### config.mk
export PLATFORM = sky130hd
export DESIGN_NAME = rpn_stack_twos_complement_alu_unit
export DESIGN_NICKNAME = d
export VERILOG_FILES = /design/src/rtl/core/rsta_pkg.sv /design/src/rtl/core/rpn_stack_twos_complement_alu_unit.sv /design/src/rtl/core/rsta_cell.sv /design/src/rtl/core/rsta_alu.sv
export SDC_FILE = /design/constraint.sdc
export NUM_CORES = 1
export LEC_CHECK = 0
export BUFFER_PORTS_ARGS = -buffer_cell sky130_fd_sc_hd__buf_2
export CELL_PAD_IN_SITES_DETAIL_PLACEMENT = 0
export CELL_PAD_IN_SITES_GLOBAL_PLACEMENT = 1
export CORE_MARGIN = 2
export CORE_UTILIZATION = 45
export CTS_CLUSTER_DIAMETER = 40
export DETAILED_ROUTE_END_ITERATION = 16
export GPL_TIMING_DRIVEN = 1
export MAX_ROUTING_LAYER = met4
export PLACE_DENSITY = 0.81
export SLEW_MARGIN = 20
export SYNTH_ARGS = -nofsm -noshare
export SYNTH_HDL_FRONTEND = slang
export SYNTH_SLANG_ARGS = --single-unit
### constraint.sdc
create_clock -name i_clk -period 9.15 [get_ports i_clk]
set_clock_uncertainty 0.15 [all_clocks]
set_input_delay 0.4575 -clock i_clk [delete_from_list [all_inputs] [get_ports i_clk]]
set_output_delay 0.4575 -clock i_clk [all_outputs]
set_load 0.02 [all_outputs]
### src/rtl/core/rsta_pkg.sv
`timescale 1ns / 1ps
// ----------------------------------------------------------------------------
// rsta_pkg: shared types for the RPN stack ALU
// Token codes and the per-cell shift commands.
// ----------------------------------------------------------------------------
package rsta_pkg;

    typedef enum logic [2:0] {
        ACT_PUSH   = 3'd0,
        ACT_ADD    = 3'd1,
        ACT_SUB    = 3'd2,
        ACT_MUL    = 3'd3,
        ACT_FINISH = 3'd4
    } t_action;

    // LOAD_UP takes the entry from the cell nearer the top (push),
    // LOAD_DN takes it from the deeper cell (pop).
    typedef enum logic [1:0] {
        CELL_HOLD    = 2'd0,
        CELL_LOAD_UP = 2'd1,
        CELL_LOAD_DN = 2'd2
    } t_cell_op;

endpackage

### src/rtl/core/rpn_stack_twos_complement_alu_unit.sv
`timescale 1ns / 1ps
// ----------------------------------------------------------------------------
// rpn_stack_twos_complement_alu_unit: reverse-Polish evaluator
// Stack of shifting cells with the top entry in cell 0, plus an ALU.
// ----------------------------------------------------------------------------
// Usage:
//   Slave channel: one token per transaction. s_tuser carries the action
//   (push, add, subtract, multiply, finish); s_tdata carries the operand.
//   Master channel: exactly one result transaction per token, in order.
//   m_tdata holds top value, its out-of-range mark, depth and the error flag;
//   m_tuser is set on the result of a finish token.
// Latency: the result is valid the cycle after the token is accepted.
// Throughput: one token per cycle while the receiver keeps taking results; the
//   stack cells and the output register update together when a token is accepted.
// Stall: a waiting result sits in the output register; a new token is taken
//   in the same cycle the receiver takes the result, otherwise s_tready drops.
// Reset: stack empty, malformed flag cleared, no result pending. The stack
//   cells themselves are not cleared; only entries below the depth are read.
// ----------------------------------------------------------------------------
module rpn_stack_twos_complement_alu_unit #(
    parameter int WORD_BITS   = 10,
    parameter int STACK_DEPTH = 16,
    localparam int DW     = $clog2(STACK_DEPTH + 1),
    localparam int IN_TDW = ((WORD_BITS + 7) / 8) * 8,
    localparam int OUT_W  = WORD_BITS + DW + 2,
    localparam int OUT_TDW = ((OUT_W + 7) / 8) * 8
) (
    input  logic               i_clk,
    input  logic               i_rst_n,
    input  logic               i_s_tvalid,
    output logic               o_s_tready,
    input  logic [IN_TDW-1:0]  i_s_tdata,   // operand
    input  logic [2:0]         i_s_tuser,   // action
    output logic               o_m_tvalid,
    input  logic               i_m_tready,
    output logic [OUT_TDW-1:0] o_m_tdata,   // top_value, top_out_of_range, depth,
                                            // expression_error
    output logic               o_m_tuser    // finished
);
    import rsta_pkg::*;

    logic [DW-1:0]        r_ptr, n_ptr;
    logic                 r_mal, n_mal;
    logic                 r_m_valid;
    logic [WORD_BITS-1:0] r_top_val, n_top_val;
    logic                 r_top_mark, n_top_mark;
    logic [DW-1:0]        r_depth, n_depth;
    logic                 r_err, n_err;
    logic                 r_fin, n_fin;

    logic [WORD_BITS-1:0] w_val  [STACK_DEPTH];
    logic                 w_mark [STACK_DEPTH];
    t_cell_op             w_head_op, w_body_op;
    logic [WORD_BITS-1:0] w_head_val;
    logic                 w_head_mark;

    logic                 w_accept;
    t_action              w_act;
    logic [WORD_BITS-1:0] w_alu_res;
    logic                 w_alu_ovf;
    logic                 w_full, w_has1, w_has2;

    assign w_accept = i_s_tvalid && o_s_tready;
    assign w_act    = t_action'(i_s_tuser);
    assign w_full   = (r_ptr == DW'(STACK_DEPTH));
    assign w_has1   = (r_ptr != '0);
    assign w_has2   = (r_ptr >= DW'(2));

    rsta_alu #(.WORD_BITS(WORD_BITS)) u_alu (
        .i_op  (w_act),
        .i_a   (w_val[1]),
        .i_b   (w_val[0]),
        .o_res (w_alu_res),
        .o_ovf (w_alu_ovf)
    );

    always_comb begin
        n_ptr       = r_ptr;
        n_mal       = r_mal;
        n_fin       = 1'b0;
        w_head_op   = CELL_HOLD;
        w_body_op   = CELL_HOLD;
        w_head_val  = i_s_tdata[WORD_BITS-1:0];
        w_head_mark = 1'b0;
        n_top_val   = w_has1 ? w_val[0] : '0;
        n_top_mark  = w_has1 ? w_mark[0] : 1'b0;
        case (w_act)
            ACT_PUSH: begin
                if (w_full) begin
                    n_mal = 1'b1;
                end else begin
                    w_head_op  = CELL_LOAD_UP;
                    w_body_op  = CELL_LOAD_UP;
                    n_ptr      = r_ptr + 1'b1;
                    n_top_val  = i_s_tdata[WORD_BITS-1:0];
                    n_top_mark = 1'b0;
                end
            end
            ACT_ADD, ACT_SUB, ACT_MUL: begin
                if (!w_has2) begin
                    n_mal = 1'b1;
                end else begin
                    w_head_op   = CELL_LOAD_UP;
                    w_body_op   = CELL_LOAD_DN;
                    w_head_val  = w_alu_res;
                    w_head_mark = w_mark[0] | w_mark[1] | w_alu_ovf;
                    n_ptr       = r_ptr - 1'b1;
                    n_top_val   = w_head_val;
                    n_top_mark  = w_head_mark;
                end
            end
            ACT_FINISH: begin
                n_ptr = '0;
                n_mal = 1'b0;
                n_fin = 1'b1;
            end
            default: begin
            end
        endcase
        n_depth = (w_act == ACT_FINISH) ? '0 : n_ptr;
        n_err   = (w_act == ACT_FINISH) ? (r_mal || (r_ptr != DW'(1))) : n_mal;
        if (!w_accept) begin
            w_head_op = CELL_HOLD;
            w_body_op = CELL_HOLD;
        end
    end

    genvar gi;
    generate
        for (gi = 0; gi < STACK_DEPTH; gi++) begin : g_cell
            logic [WORD_BITS-1:0] w_up_val, w_dn_val;
            logic                 w_up_mark, w_dn_mark;
            t_cell_op             w_cell_op;
            if (gi == 0) begin : g_head
                assign w_up_val  = w_head_val;
                assign w_up_mark = w_head_mark;
                assign w_cell_op = w_head_op;
            end else begin : g_body
                assign w_up_val  = w_val[gi-1];
                assign w_up_mark = w_mark[gi-1];
                assign w_cell_op = w_body_op;
            end
            if (gi == STACK_DEPTH - 1) begin : g_last
                assign w_dn_val  = '0;
                assign w_dn_mark = 1'b0;
            end else begin : g_mid
                assign w_dn_val  = w_val[gi+1];
                assign w_dn_mark = w_mark[gi+1];
            end
            rsta_cell #(.WORD_BITS(WORD_BITS)) u_cell (
                .i_clk     (i_clk),
                .i_op      (w_cell_op),
                .i_up_val  (w_up_val),
                .i_up_mark (w_up_mark),
                .i_dn_val  (w_dn_val),
                .i_dn_mark (w_dn_mark),
                .o_val     (w_val[gi]),
                .o_mark    (w_mark[gi])
            );
        end
    endgenerate

    always_ff @(posedge i_clk) begin
        if (!i_rst_n) begin
            r_ptr     <= '0;
            r_mal     <= 1'b0;
            r_m_valid <= 1'b0;
        end else begin
            if (w_accept) begin
                r_ptr <= n_ptr;
                r_mal <= n_mal;
            end
            if (w_accept) begin
                r_m_valid <= 1'b1;
            end else if (i_m_tready) begin
                r_m_valid <= 1'b0;
            end
        end
    end

    always_ff @(posedge i_clk) begin
        if (w_accept) begin
            r_top_val  <= n_top_val;
            r_top_mark <= n_top_mark;
            r_depth    <= n_depth;
            r_err      <= n_err;
            r_fin      <= n_fin;
        end
    end

    assign o_s_tready = !r_m_valid || i_m_tready;
    assign o_m_tvalid = r_m_valid;
    assign o_m_tdata  = OUT_TDW'({r_err, r_depth, r_top_mark, r_top_val});
    assign o_m_tuser  = r_fin;

endmodule

### src/rtl/core/rsta_cell.sv
`timescale 1ns / 1ps
// ----------------------------------------------------------------------------
// rsta_cell: one stack entry
// Holds a word and its out-of-range mark; shifts toward or away from the top.
// ----------------------------------------------------------------------------
module rsta_cell #(
    parameter int WORD_BITS = 10
) (
    input  logic                  i_clk,
    input  rsta_pkg::t_cell_op    i_op,
    input  logic [WORD_BITS-1:0]  i_up_val,
    input  logic                  i_up_mark,
    input  logic [WORD_BITS-1:0]  i_dn_val,
    input  logic                  i_dn_mark,
    output logic [WORD_BITS-1:0]  o_val,
    output logic                  o_mark
);
    import rsta_pkg::*;

    logic [WORD_BITS-1:0] r_val;
    logic                 r_mark;

    always_ff @(posedge i_clk) begin
        case (i_op)
            CELL_LOAD_UP: begin
                r_val  <= i_up_val;
                r_mark <= i_up_mark;
            end
            CELL_LOAD_DN: begin
                r_val  <= i_dn_val;
                r_mark <= i_dn_mark;
            end
            default: begin
                r_val  <= r_val;
                r_mark <= r_mark;
            end
        endcase
    end

    assign o_val  = r_val;
    assign o_mark = r_mark;

endmodule

### src/rtl/core/rsta_alu.sv
`timescale 1ns / 1ps
// ----------------------------------------------------------------------------
// rsta_alu: add / subtract / multiply on the two top entries
// Signed overflow for add and subtract; magnitude check for multiply.
// ----------------------------------------------------------------------------
module rsta_alu #(
    parameter int WORD_BITS = 10
) (
    input  rsta_pkg::t_action     i_op,
    input  logic [WORD_BITS-1:0]  i_a,
    input  logic [WORD_BITS-1:0]  i_b,
    output logic [WORD_BITS-1:0]  o_res,
    output logic                  o_ovf
);
    import rsta_pkg::*;

    logic [WORD_BITS:0]     w_sum;
    logic [WORD_BITS:0]     w_dif;
    logic [WORD_BITS-1:0]   w_mag_a;
    logic [WORD_BITS-1:0]   w_mag_b;
    logic [2*WORD_BITS-1:0] w_prod;
    logic [WORD_BITS-1:0]   w_prod_lo;
    logic                   w_neg;

    assign w_sum = {i_a[WORD_BITS-1], i_a} + {i_b[WORD_BITS-1], i_b};
    assign w_dif = {i_a[WORD_BITS-1], i_a} - {i_b[WORD_BITS-1], i_b};

    // most negative word negates to itself, which is its correct unsigned magnitude
    assign w_mag_a   = i_a[WORD_BITS-1] ? (~i_a + 1'b1) : i_a;
    assign w_mag_b   = i_b[WORD_BITS-1] ? (~i_b + 1'b1) : i_b;
    assign w_prod    = {{WORD_BITS{1'b0}}, w_mag_a} * {{WORD_BITS{1'b0}}, w_mag_b};
    assign w_prod_lo = w_prod[WORD_BITS-1:0];
    assign w_neg     = i_a[WORD_BITS-1] ^ i_b[WORD_BITS-1];

    always_comb begin
        case (i_op)
            ACT_ADD: begin
                o_res = w_sum[WORD_BITS-1:0];
                o_ovf = w_sum[WORD_BITS] ^ w_sum[WORD_BITS-1];
            end
            ACT_SUB: begin
                o_res = w_dif[WORD_BITS-1:0];
                o_ovf = w_dif[WORD_BITS] ^ w_dif[WORD_BITS-1];
            end
            ACT_MUL: begin
                o_res = w_neg ? (~w_prod_lo + 1'b1) : w_prod_lo;
                o_ovf = |w_prod[2*WORD_BITS-1:WORD_BITS-1];
            end
            default: begin
                o_res = '0;
                o_ovf = 1'b0;
            end
        endcase
    end

endmodule
==> results_dict.tcl <==
set metrics [dict create \
    yosysMostFrequentCell "edfxtp_1" \
    drive_gt1_share_pct 21.5 \
    syn_area_um2 13700 \
    htreeDepth 1 \
    yosys.area.top_type "edfxtp_1" \
    cts_setup_buffers 0 \
    slew_headroom_pct 24.2 \
    num_vias 8756 \
    yosys.area_share.simple_pct 10.6 \
    ys_seq_area_share_pct 43.5 \
    nFillCells 2661 \
    hold_buffers 0 \
    yosys-top-cells-area "edfxtp_1 (43%), mux2_2 (12%), fa_1 (9.4%)" \
    dp_hpwl_um 19000 \
    nNetsFinal 1354 \
    crit_fanout 12 \
    gp_congestion 0.851 \
    finalWorstSetupSlack_ns 1.58 \
    clock.fmax_ghz 0.132 \
    leakagePower_nw 5.77 \
    finalHoldWorstSlack_ns 0.0246 \
    synth_warnings 0 \
    final.setup.tns_ns 0 \
    clk_path_buf_depth 3 \
    hp-class "input pin to flip-flop" \
    grtUsageTotal_pct 18.0 \
    antenna_found_initial 0 \
    first_iter_violations 571 \
    synth_compound_area_share_pct 10.4 \
    num_antenna_cells 0 \
    synth_seq_cells 201 \
    ir_drop_v 0.000151 \
    avgRoutedWirePerCell_um 16.8 \
    die_y_um 178 \
    post_cts_resized 0 \
    syn_inst 1161 \
    synthDominantCellAreaShare_pct 42.5 \
    drv_slew 0 \
    ioPinCount 50 \
    avgSynthCellArea_um2 11.8 \
    antenna_left 0 \
    synth_mux_area_share_pct 12.0 \
    crit_slowest_cell "xnor2_1" \
    grt_max_degree 97 \
    vias_per_cell 5.51 \
    final_hold_viol_count 0 \
    arrival_ns 7.68 \
    cts.sinks 201 \
    synth_top_flop_cell "edfxtp_1" \
    async_flop_share_pct 0 \
    synth_common_cells "edfxtp_1 (194), mux2_2 (143), nand2_1 (125)" \
    synth_cell_types 88 \
    drc 0 \
    worstSetupEndpointType "flip-flop" \
    gr-total-overflow 0 \
    dp_slack_ns 1.70 \
    clock-root-buffer "clkbuf_16" \
    rsz0062_at_grt "no" \
    critPathRequiredTime_ns 9.26 \
    clkSlewWorstSetupHoldPaths_ns 0.06 \
    fin_crit_ns 7.57 \
    power_density_nw_per_um2 247 \
    start_util_pct 46.0 \
    crit_type "flip-flop to flip-flop" \
    maxCapViolCount 0 \
    grt_pass1_wl_um 45200 \
    grt_pass1_vias 8930 \
    fp.dieArea_um2 31900 \
    numCtsBuffers 25 \
    routed_wl_um 26600 \
    crit_path_start_kind "flip-flop" \
    cts_tree "done" \
    synth-edff-count 194 \
    synth_top_family_by_area "adder cells" \
    insertion_delay_ns 0.54 \
    row_count 63 \
    port_buffers 36 \
    cpPeakStageDelay_ns 0.89 \
    synth_fa_ha_area_share_pct 16.9 \
    fp.dieW_um 178 \
    first_pass_iters 5 \
    area_delta_synth_final_pct 9.98 \
    synth_xor_area_share_pct 2.05 \
    cpMostUsedCell "fa_1" \
    crit_path_cell_trace "inv_1 -> ha_1 -> nand2b_1 -> xnor2_1 -> nand2_1 -> fa_1 -> fa_1 -> fa_1 -> fa_1 -> inv_1 -> fa_1 -> ha_1 -> a21oi_1 -> o22ai_1 -> a211oi_1 -> a31oi_1 -> xnor2_1 -> o21ai_0 -> o41ai_2 -> o211ai_1" \
    final-setup-viol-count 0 \
    status "finished clean" \
    period_share_pct 82.8 \
    worst_slew_pin_slew_ns 1.13 \
    coreArea_um2 29800 \
]
## logic make-up after synthesis
logic type	count (synthesis)
DFF	201
AOI/OAI and AO/OA	193
adders and majority gates	147
muxes	146
and+or+nand+nor	294
other	1
xor gates and xnor gates	32
buffers and inverters	147
## final timing paths
kind                                                          start                      end  slack (ns)  depth (start not counted)
worst max-delay path            g_cell[1].u_cell.o_val[0]$_DFFE_PP_     r_top_mark$_DFFE_PP_        1.58                         20
worst min-delay path                                        i_rst_n    r_ptr[4]$_SDFFE_PN0P_        0.02                          2
worst max register to register  g_cell[1].u_cell.o_val[0]$_DFFE_PP_     r_top_mark$_DFFE_PP_        1.58                         20
worst min register to register              o_m_tvalid$_SDFFE_PN0P_  o_m_tvalid$_SDFFE_PN0P_        0.37                          2
## per-layer routing
| layer | share of wire, % | global-route usage [%] | up-vias |
|---|---|---|---|
| li1 | - | - | 4209 |
| met1 | 47 | 24.4 | 4335 |
| met2 | 48 | 28.7 | 178 |
| met3 | 4.3 | 2.73 | 34 |
| met4 | 1.5 | 4.27 | 0 |
| met5 | 0 | - | - |
## metrics by stage
step | utilization [%] | instance area (um2) | total power (W) | cells
floorplan | - | 13700 | 0.00239 | 1167
global placement | 47.7 | 14200 | 0.00272 | 1547
detailed placement | 47.7 | 14200 | 0.00272 | 1547
CTS | 50.5 | 15100 | 0.00375 | 1590
global route | 50.6 | 15100 | 0.00400 | 1590
finish | 50.6 | 15100 | 0.00372 | 1590
## state kept, by name, summed over array words and instances, names as in the netlist
name / count
o_m_tuser: 1
r_top_mark: 1
g_cell.u_cell.o_val: 160
r_top_val: 10
r_ptr: 5
o_m_tvalid: 1
r_depth: 5
g_cell.u_cell.o_mark: 16
r_err: 1
r_mal: 1
## cells in the final DEF, fill, tap and decap left out, types with 9 or more instances in the layout
cell and instances:
mux2_2 143, a221o_1 13, ha_1 82, inv_1 90, a21oi_1 38, edfxtp_1 194
nor3_1 14, o21ai_0 40, clkbuf_16 25, nand2_1 125, and2_1 29, buf_2 36
nand2b_1 13, nand3_1 9, a21o_1 13, nor2b_1 25, nor2_1 43, fa_1 64
xnor2_1 25
## critical path: cells and delay by family, from the launching register on
| family | cells | cell delay [ns] |
|---|---|---|
| DFF | 1 | 0.68 |
| AOI/OAI and AO/OA | 7 | 1.54 |
| adders and majority gates | 7 | 3.24 |
| buffers and inverters | 2 | 0.32 |
| and+or+nand+nor | 2 | 0.34 |
| xor gates and xnor gates | 2 | 1.03 |
## where the power goes
group,internal (W),switching (W)
Combinational,0.000674,0.000937
Sequential,0.00108,0.0000305
Clock,0.000619,0.000381
## final cells by class
type | instances | area, um2 | area share, %
flip-flops and latches | 201 | 5970 | 39.6
clock buffers | 28 | 637 | 4.23
repair buffers | 44 | 244 | 1.62
clock inverters | 15 | 210 | 1.39
multi-input cells | 819 | 7170 | 47.6
well taps | 390 | 488 | 3.24
inverters | 93 | 354 | 2.35
Power figures use the tool's default switching activity.
